`src/rtl/core/cld_pkg.sv`:
```
package cld_pkg;

    localparam int TIME_W   = 63;
    localparam int WIN_W    = 32;
    localparam int THR_W    = 6;
    localparam int OWNER_W  = 32;
    localparam int CNT_W    = 6;
    localparam int CFG_IDX_W = 1;

    localparam logic [WIN_W-1:0] WINDOW_RST    = 32'd600000;
    localparam logic [THR_W-1:0] THRESHOLD_RST = 6'd3;

    localparam logic [CFG_IDX_W-1:0] CFG_WINDOW    = 1'b0;
    localparam logic [CFG_IDX_W-1:0] CFG_THRESHOLD = 1'b1;

    localparam logic FUNC_START = 1'b0;
    localparam logic FUNC_EXIT  = 1'b1;

    typedef enum logic [1:0] {
        ST_IDLE,
        ST_WALK,
        ST_APPEND,
        ST_RESULT
    } t_state;

    typedef struct packed {
        logic load;
        logic clear;
        logic rd;
        logic append;
        logic finish;
    } t_cmd;

    typedef struct packed {
        logic rd_done;
        logic out_free;
    } t_status;

endpackage

```
`src/rtl/core/cld_ram.sv`:
```
module cld_ram #(
    parameter int WIDTH = 63,
    parameter int DEPTH = 32,
    parameter int AW    = (DEPTH > 1) ? $clog2(DEPTH) : 1
) (
    input  logic             i_clk,
    input  logic             i_wr_en,
    input  logic [AW-1:0]    i_wr_addr,
    input  logic [WIDTH-1:0] i_wr_data,
    input  logic             i_rd_en,
    input  logic [AW-1:0]    i_rd_addr,
    output logic [WIDTH-1:0] o_rd_data
);

    logic [WIDTH-1:0] r_mem [DEPTH];
    logic [WIDTH-1:0] r_rd_data;

    always_ff @(posedge i_clk) begin
        if (i_wr_en) begin
            r_mem[i_wr_addr] <= i_wr_data;
        end
        if (i_rd_en) begin
            r_rd_data <= r_mem[i_rd_addr];
        end
    end

    assign o_rd_data = r_rd_data;

endmodule

```
`src/rtl/core/cld_ctrl.sv`:
```
module cld_ctrl (
    input  logic             i_clk,
    input  logic             i_rst_n,
    input  logic             i_in_valid,
    input  logic             i_func,
    input  cld_pkg::t_status i_status,
    output cld_pkg::t_cmd    o_cmd,
    output logic             o_in_stall
);

    import cld_pkg::*;

    t_state r_state;
    t_state n_state;

    always_ff @(posedge i_clk) begin
        if (!i_rst_n) begin
            r_state <= ST_IDLE;
        end else begin
            r_state <= n_state;
        end
    end

    always_comb begin
        n_state = r_state;
        case (r_state)
            ST_IDLE: begin
                if (i_in_valid) begin
                    n_state = (i_func == FUNC_EXIT) ? ST_RESULT : ST_WALK;
                end
            end
            ST_WALK: begin
                if (i_status.rd_done) begin
                    n_state = ST_APPEND;
                end
            end
            ST_APPEND: n_state = ST_RESULT;
            ST_RESULT: begin
                if (i_status.out_free) begin
                    n_state = ST_IDLE;
                end
            end
            default: n_state = ST_IDLE;
        endcase
    end

    always_comb begin
        o_cmd      = '0;
        o_in_stall = 1'b1;
        case (r_state)
            ST_IDLE: begin
                o_in_stall  = 1'b0;
                o_cmd.load  = i_in_valid && (i_func == FUNC_START);
                o_cmd.clear = i_in_valid && (i_func == FUNC_EXIT);
            end
            ST_WALK:   o_cmd.rd     = !i_status.rd_done;
            ST_APPEND: o_cmd.append = 1'b1;
            ST_RESULT: o_cmd.finish = i_status.out_free;
            default: o_cmd = '0;
        endcase
    end

endmodule

```
`src/rtl/core/cld_dp.sv`:
```
module cld_dp #(
    parameter int MAX_CRASHES = 32
) (
    input  logic                           i_clk,
    input  logic                           i_rst_n,
    input  logic                           i_cfg_valid,
    input  logic [cld_pkg::CFG_IDX_W-1:0]  i_cfg_index,
    input  logic [cld_pkg::WIN_W-1:0]      i_cfg_data,
    input  logic [cld_pkg::TIME_W-1:0]     i_now_ms,
    input  cld_pkg::t_cmd                  i_cmd,
    output cld_pkg::t_status               o_status,
    input  logic                           i_out_stall,
    output logic                           o_out_valid,
    output logic                           o_previous_crashed,
    output logic [cld_pkg::CNT_W-1:0]      o_crash_cnt,
    output logic                           o_loop_found
);

    import cld_pkg::*;

    localparam int AW = (MAX_CRASHES > 1) ? $clog2(MAX_CRASHES) : 1;
    localparam int CW = $clog2(MAX_CRASHES + 1);
    localparam logic [AW-1:0] LAST_PTR = AW'(MAX_CRASHES - 1);
    localparam logic [CW-1:0] MAX_CNT  = CW'(MAX_CRASHES);

    logic [WIN_W-1:0]  r_window;
    logic [THR_W-1:0]  r_threshold;
    logic [CW-1:0]     r_count;
    logic              r_running;
    logic              r_crashed;
    logic [AW-1:0]     r_head;
    logic [AW-1:0]     r_rd_ptr;
    logic [AW-1:0]     r_wr_ptr;
    logic [CW-1:0]     r_rd_idx;
    logic [CW-1:0]     r_n;
    logic              r_chk;
    logic [TIME_W-1:0] r_now;
    logic signed [TIME_W:0] r_wstart;
    logic              r_out_valid;
    logic              r_prev;
    logic [CNT_W-1:0]  r_recent;
    logic              r_loop;

    logic              wr_en;
    logic [AW-1:0]     wr_addr;
    logic [TIME_W-1:0] wr_data;
    logic [TIME_W-1:0] rd_data;
    logic              keep;
    logic              loop_hit;

    function automatic logic [AW-1:0] ptr_inc(input logic [AW-1:0] p);
        ptr_inc = (p == LAST_PTR) ? '0 : p + 1'b1;
    endfunction

    cld_ram #(
        .WIDTH (TIME_W),
        .DEPTH (MAX_CRASHES)
    ) u_ram (
        .i_clk     (i_clk),
        .i_wr_en   (wr_en),
        .i_wr_addr (wr_addr),
        .i_wr_data (wr_data),
        .i_rd_en   (i_cmd.rd),
        .i_rd_addr (r_rd_ptr),
        .o_rd_data (rd_data)
    );

    // window test: wstart < t <= now, wstart may be negative
    assign keep = ($signed({1'b0, rd_data}) > r_wstart) && (rd_data <= r_now);

    always_comb begin
        wr_en   = 1'b0;
        wr_addr = r_wr_ptr;
        wr_data = rd_data;
        if (i_cmd.append && r_crashed) begin
            wr_en   = 1'b1;
            wr_data = r_now;
        end else if (r_chk && keep) begin
            wr_en = 1'b1;
        end
    end

    assign loop_hit = r_crashed && (32'(r_count) >= 32'(r_threshold));

    assign o_status.rd_done  = (r_rd_idx == r_count);
    assign o_status.out_free = !r_out_valid || !i_out_stall;

    always_ff @(posedge i_clk) begin
        if (i_cmd.load) begin
            r_now    <= i_now_ms;
            r_wstart <= $signed({1'b0, i_now_ms}) - $signed({1'b0, 31'd0, r_window});
        end
        if (i_cmd.finish) begin
            r_prev   <= r_crashed;
            r_recent <= CNT_W'(r_count);
            r_loop   <= loop_hit;
        end
    end

    always_ff @(posedge i_clk) begin
        if (!i_rst_n) begin
            r_window    <= WINDOW_RST;
            r_threshold <= THRESHOLD_RST;
            r_count     <= '0;
            r_running   <= 1'b0;
            r_crashed   <= 1'b0;
            r_head      <= '0;
            r_rd_ptr    <= '0;
            r_wr_ptr    <= '0;
            r_rd_idx    <= '0;
            r_n         <= '0;
            r_chk       <= 1'b0;
            r_out_valid <= 1'b0;
        end else begin
            if (i_cfg_valid) begin
                case (i_cfg_index)
                    CFG_WINDOW:    r_window    <= i_cfg_data;
                    CFG_THRESHOLD: r_threshold <= i_cfg_data[THR_W-1:0];
                    default: ;
                endcase
            end

            r_chk <= i_cmd.rd;

            if (i_cmd.load) begin
                r_crashed <= r_running;
                r_rd_ptr  <= r_head;
                r_wr_ptr  <= r_head;
                r_rd_idx  <= '0;
                r_n       <= '0;
            end

            if (i_cmd.clear) begin
                r_crashed <= 1'b0;
                r_running <= 1'b0;
                r_count   <= '0;
            end

            if (i_cmd.rd) begin
                r_rd_ptr <= ptr_inc(r_rd_ptr);
                r_rd_idx <= r_rd_idx + 1'b1;
            end

            if (r_chk && keep) begin
                r_wr_ptr <= ptr_inc(r_wr_ptr);
                r_n      <= r_n + 1'b1;
            end

            if (i_cmd.append) begin
                r_running <= 1'b1;
                if (r_crashed) begin
                    if (r_n == MAX_CNT) begin
                        // ring full: newest overwrites oldest
                        r_head  <= ptr_inc(r_head);
                        r_count <= MAX_CNT;
                    end else begin
                        r_count <= r_n + 1'b1;
                    end
                end else begin
                    r_count <= r_n;
                end
            end

            if (i_cmd.finish) begin
                r_out_valid <= 1'b1;
            end else if (!i_out_stall) begin
                r_out_valid <= 1'b0;
            end
        end
    end

    assign o_out_valid        = r_out_valid;
    assign o_previous_crashed = r_prev;
    assign o_crash_cnt        = r_recent;
    assign o_loop_found       = r_loop;

endmodule

```
`src/rtl/core/crash_loop_window_detector_core.sv`:
```
// Crash-loop window detector.
// Input channel (i_in_valid / o_in_stall): one beat per event. i_func = start
// carries i_now_ms and i_owner_id; i_func = clean exit clears the history.
// Output channel (o_out_valid / i_out_stall): exactly one result beat per
// input beat, in order: previous_crashed, crash_cnt, loop_found.
// Config channel (i_cfg_valid / o_cfg_ready, ready always high): index 0 is
// the window in ms, index 1 the crash threshold. Write only while idle.
// Sequence: a start beat walks the stored crash times once, one memory read
// per cycle. With count crash times held (at most MAX_CRASHES), each is read
// and checked against the window, the new crash time is appended if the last
// run crashed, and the result is registered before the next input beat is
// taken. A clean exit skips the walk and goes straight to the result state.
// A result is held in an output register; the next input beat is accepted
// while it waits, but a new result is not produced until the held one is
// taken, so a stalled receiver backs up the input channel after one event.
// Reset (synchronous, active low) clears the history, the running flag and
// the output valid, and restores the register defaults (600000 ms, 3).
module crash_loop_window_detector_core #(
    parameter int MAX_CRASHES = 32
) (
    input  logic                          i_clk,
    input  logic                          i_rst_n,
    input  logic                          i_cfg_valid,
    output logic                          o_cfg_ready,
    input  logic [cld_pkg::CFG_IDX_W-1:0] i_cfg_index,
    input  logic [cld_pkg::WIN_W-1:0]     i_cfg_data,
    input  logic                          i_in_valid,
    output logic                          o_in_stall,
    input  logic                          i_func,
    input  logic [cld_pkg::TIME_W-1:0]    i_now_ms,
    input  logic [cld_pkg::OWNER_W-1:0]   i_owner_id,
    output logic                          o_out_valid,
    input  logic                          i_out_stall,
    output logic                          o_previous_crashed,
    output logic [cld_pkg::CNT_W-1:0]     o_crash_cnt,
    output logic                          o_loop_found
);

    import cld_pkg::*;

    t_cmd    cmd;
    t_status status;

    assign o_cfg_ready = 1'b1;

    cld_ctrl u_ctrl (
        .i_clk      (i_clk),
        .i_rst_n    (i_rst_n),
        .i_in_valid (i_in_valid),
        .i_func     (i_func),
        .i_status   (status),
        .o_cmd      (cmd),
        .o_in_stall (o_in_stall)
    );

    cld_dp #(
        .MAX_CRASHES (MAX_CRASHES)
    ) u_dp (
        .i_clk              (i_clk),
        .i_rst_n            (i_rst_n),
        .i_cfg_valid        (i_cfg_valid),
        .i_cfg_index        (i_cfg_index),
        .i_cfg_data         (i_cfg_data),
        .i_now_ms           (i_now_ms),
        .i_cmd              (cmd),
        .o_status           (status),
        .i_out_stall        (i_out_stall),
        .o_out_valid        (o_out_valid),
        .o_previous_crashed (o_previous_crashed),
        .o_crash_cnt        (o_crash_cnt),
        .o_loop_found       (o_loop_found)
    );

endmodule

```
`config.mk`:
```
export PLATFORM = sky130hd
export DESIGN_NAME = crash_loop_window_detector_core
export DESIGN_NICKNAME = d
export VERILOG_FILES = /design/src/rtl/core/cld_pkg.sv /design/src/rtl/core/cld_ram.sv /design/src/rtl/core/cld_ctrl.sv /design/src/rtl/core/cld_dp.sv /design/src/rtl/core/crash_loop_window_detector_core.sv
export SDC_FILE = /design/constraint.sdc
export NUM_CORES = 2
export LEC_CHECK = 0
export BUFFER_PORTS_ARGS = -buffer_cell sky130_fd_sc_hd__clkbuf_2
export CAP_MARGIN = 20
export CORE_ASPECT_RATIO = 1.75
export CORE_UTILIZATION = 45
export CTS_CLUSTER_SIZE = 40
export DETAILED_ROUTE_END_ITERATION = 10
export RECOVER_POWER = 25
export SLEW_MARGIN = 20
export SYNTH_ARGS = -nofsm -noshare
export SYNTH_HDL_FRONTEND = slang
export SYNTH_HIERARCHICAL = 1
export SYNTH_SLANG_ARGS = --single-unit
```
`constraint.sdc`:
```
create_clock -name i_clk -period 15 [get_ports i_clk]
set_input_delay 0 -clock i_clk [delete_from_list [all_inputs] [get_ports i_clk]]
set_output_delay 0 -clock i_clk [all_outputs]
set_load 0.005 [all_outputs]
```
==> results.json <==
{
  "wl_per_cell_um": 32.4,
  "p_leak_uw": 0.0332,
  "drc": 0,
  "fin_crit_sh": 0.629,
  "crit_slowest_cell": "clkbuf_1",
  "clockBufferDepth": 4,
  "synth.largest_area_cell": "edfxtp_1",
  "holdWs_ns": 0.0347,
  "crit_family": "buffers and inverters",
  "maxCapViolCount": 17,
  "worstRegToRegCells": 9,
  "firstDrtPassIters": 6,
  "status": "finished with violations",
  "crit_type": "reg2reg",
  "timing.fmax_mhz": 106,
  "synth_top_area_share": 0.718,
  "comb_power_share": 0.066,
  "start_util": 0.454,
  "area_growth_pct": 13.5,
  "yosysSeqAreaShare": 0.735,
  "p_clk_frac": 0.391,
  "finalPower_uw": 13000,
  "required_ns": 15.64,
  "n_fill_cell": 16300,
  "clk_pin_slew_worst_paths_ns": 0.06,
  "ctsRootBufferMaster": "clkbuf_16",
  "synthTopCellsByCount": "edfxtp_1, mux4_2, nand2_1",
  "setup_tns_ns": 0,
  "path_max_fanout": 145,
  "global_route.usage.met3": 0.0284,
  "synth.area.top_cells": "edfxtp_1, mux4_2, ha_1",
  "synth-edff-count": 2214,
  "cellInternalPower_uw": 10200,
  "peakVddDrop_uv": 103,
  "reg2reg_from": "u_ctrl/r_state[0]$_SDFFE_PN0P_",
  "p_switching_uw": 2830,
  "cts_sinks": 2291,
  "die_h_um": 602,
  "clock_latency_ns": 0.87,
  "finClkSkew_ns": 0.0514,
  "dieArea_mm2": 0.208,
  "p_seq_frac": 0.543,
  "synth.most_common_cell": "edfxtp_1",
  "synth.distinct_cells": 83,
  "drt_wl_total_mm": 255,
  "htreeDepth": 4,
  "grt_most_used_layer": "met2",
  "synthArstFlopShare": 0,
  "grt-ovfl-total": 0,
  "whs_path_depth": 4,
  "crit_path_start_kind": "flop",
  "arrival_ns": 10.07,
  "antenna_found_initial": 8,
  "cts_tree": "yes",
  "die_w_um": 345,
  "use_met1": 0.330,
  "min_period_ns": 9.43,
  "dp_hpwl_mm": 142,
  "gp_congestion": 0.896,
  "synth_warnings": 6,
  "worst_setup_path_end_kind": "flop",
  "nets": 5368,
  "fp-row-count": 219,
  "min_to": "u_dp/r_window[13]$_SDFFE_PN1P_",
  "numPortBuffers": 111,
  "io_pins": 145,
  "vias_per_cell": 6.05,
  "tightest_slew_ns": 9.16,
  "path_cells": "inv_1, ha_1, inv_1, nor3_1, clkbuf_1, inv_1, and3_1, a21oi_1, nor2_1",
  "numCtsBuffers": 203,
  "synth_ff_type": "edfxtp_1",
  "hold_viol_final": 0,
  "relSlewSlack": -5.11,
  "r2r-end": "u_dp/r_rd_idx[1]$_SDFFE_PN0P_",
  "ant_nets": 0,
  "grt_max_degree": 146,
  "cpPeakStageDelay_ns": 6.31,
  "final_core_util": 0.515,
  "p_sw_frac": 0.218,
  "synthCells": 4611,
  "core_mm2": 0.204,
  "r2r_slack_ns": 5.57,
  "synthesis.area_mm2": 0.0926,
  "cpMostUsedCell": "inv_1",
  "grt.met2_usage": 0.423,
  "power_density_mw_per_mm2": 124,
  "drv_slew": 725,
  "violations": "max-capacitance violations, max-slew violations",
  "ys_ff_latch": 2291,
  "drive_gt1_frac": 0.225,
  "cts_resized": 0,
  "grt_pass1_wl_mm": 358,
  "vias": 47600,
  "first_global_vias": 48000,
  "drtIter0Drc": 5215,
  "grtUsageTotal": 0.246,
  "postSynthAreaPerCell_um2": 20.1,
  "hold_class": "in2reg",
  "rsz0062_at_grt": "no",
  "critPathBufInv": 4,
  "hold_start": "i_cfg_data[13]",
  "synth_nets": 4923,
  "setup_viol": 0
}
==> worst reg2reg max path, cell delays in order (launching register included) <==
cell	delay, ns
dfxtp_1	0.34
inv_1	0.09
ha_1	0.23
inv_1	0.08
nor3_1	0.18
clkbuf_1	6.31
inv_1	1.28
and3_1	0.54
a21oi_1	0.12
nor2_1	0.07
==> through the flow <==
stage	instance area, µm²	cells	setup slack (ns)
after floorplan	92600	4611	4.36
after global placement	96900	7303	7.44
after detailed placement	97000	7304	7.39
after CTS	105000	7861	7.33
after global routing	105000	7864	4.57
final	105000	7870	5.57
==> placed cells by master (no fill, tap or decap), types with 12 or more instances in the layout <==
| cell | n |
|---|---|
| edfxtp_1 | 2214 |
| mux4_2 | 591 |
| clkbuf_16 | 206 |
| nand2_1 | 205 |
| dlygate4sd3_1 | 198 |
| inv_1 | 185 |
| ha_1 | 177 |
| clkbuf_1 | 133 |
| a21oi_1 | 124 |
| buf_4 | 111 |
| o21ai_0 | 83 |
| nor2_1 | 77 |
| mux2_2 | 74 |
| dfxtp_1 | 73 |
| mux2i_1 | 53 |
| clkinv_1 | 52 |
| nand3_1 | 49 |
| xnor2_1 | 44 |
| clkinv_2 | 39 |
| clkbuf_2 | 39 |
| nor2_4 | 32 |
| xor2_1 | 28 |
| a21o_1 | 27 |
| nand4_1 | 27 |
| o211ai_1 | 22 |
| nor2b_1 | 21 |
| nor3_1 | 20 |
| a221oi_1 | 18 |
| bufinv_16 | 16 |
| o21ai_1 | 16 |
| o21ai_4 | 16 |
| nand2b_1 | 13 |
| a211oi_1 | 12 |
==> repair_timing <==
action / in CTS / in global routing
hold buffers: 198 / 0
hold endpoints to repair: 325 / 0
buffers inserted: 0 / 0
==> kinds of logic after synthesis <==
group                      count (synthesis)  share of synthesized area
DFF                                     2291                      0.735
muxes                                    719                      0.159
and+or+nand+nor                          539                     0.0283
AOI/OAI and AO/OA                        415                     0.0285
buffers and inverters                    396                     0.0185
adders and majority gates                178                     0.0241
xor gates and xnor gates                  72                    0.00681
other                                      1                  0.0000405
==> metal layers <==
layer | vias to the layer above | share of wire
met4 | 4 | 0.028
met2 | 1852 | 0.51
met3 | 378 | 0.062
met5 | - | 0.00012
met1 | 25600 | 0.40
li1 | 19700 | -
==> state kept, by name, indices dropped and copies added (netlist names), 5 cells and up <==
name / cells
u_dp/r_threshold: 6
u_dp/r_wstart: 64
u_dp/o_crash_cnt: 6
u_dp/r_n: 6
u_dp/u_ram/r_mem: 2016
u_dp/r_now: 63
u_dp/r_wr_ptr: 5
u_dp/r_rd_ptr: 5
u_dp/u_ram/o_rd_data: 63
u_dp/r_rd_idx: 6
u_dp/r_window: 32
u_dp/r_head: 5
u_dp/r_count: 6
==> how the worst max path moves through the flow <==
| stage | to | slack (ns) | cells after the start | from |
|---|---|---|---|---|
| 6_report | u_dp/r_rd_idx[1]$_SDFFE_PN0P_ | 5.57 | 9 | u_ctrl/r_state[0]$_SDFFE_PN0P_ |
| 5_1_grt | u_dp/r_rd_ptr[2]$_SDFFE_PN0P_ | 4.57 | 9 | u_ctrl/r_state[0]$_SDFFE_PN0P_ |
| 4_1_cts | u_dp/u_ram/r_mem[9][40]$_DFFE_PP_ | 7.33 | 13 | u_dp/u_ram/o_rd_data[62]$_DFFE_PP_ |
| 3_5_place_dp | u_dp/u_ram/r_mem[9][45]$_DFFE_PP_ | 7.39 | 13 | u_dp/u_ram/o_rd_data[62]$_DFFE_PP_ |
| 3_3_place_gp | u_dp/u_ram/r_mem[9][45]$_DFFE_PP_ | 7.44 | 13 | u_dp/u_ram/o_rd_data[51]$_DFFE_PP_ |
| 2_1_floorplan | u_dp/r_wr_ptr[2]$_SDFFE_PN0P_ | 4.36 | 8 | u_ctrl/r_state[0]$_SDFFE_PN0P_ |
==> area by class of cell <==
cell class	instances	area, µm²	share of cell area
Antenna cell	8	20.0	0.000191
Tap cell	2652	3320	0.0316
Inverter	187	703	0.00669
Timing Repair Buffer	449	3460	0.0329
Sequential cell	2291	68000	0.648
Clock inverter	115	947	0.00902
Clock buffer	244	5300	0.0505
Multi-Input combinational cell	1924	23300	0.221
==> power groups by stage <==
stage	clock (µW)	sequential, µW	combinational [µW]
3_5_place_dp	0	7200	811
5_1_grt	5380	7080	913
4_1_cts	5180	7060	862
6_report	5100	7080	854
3_3_place_gp	0	7200	808
2_1_floorplan	0	7190	556
(Power assumes the default switching activity.)
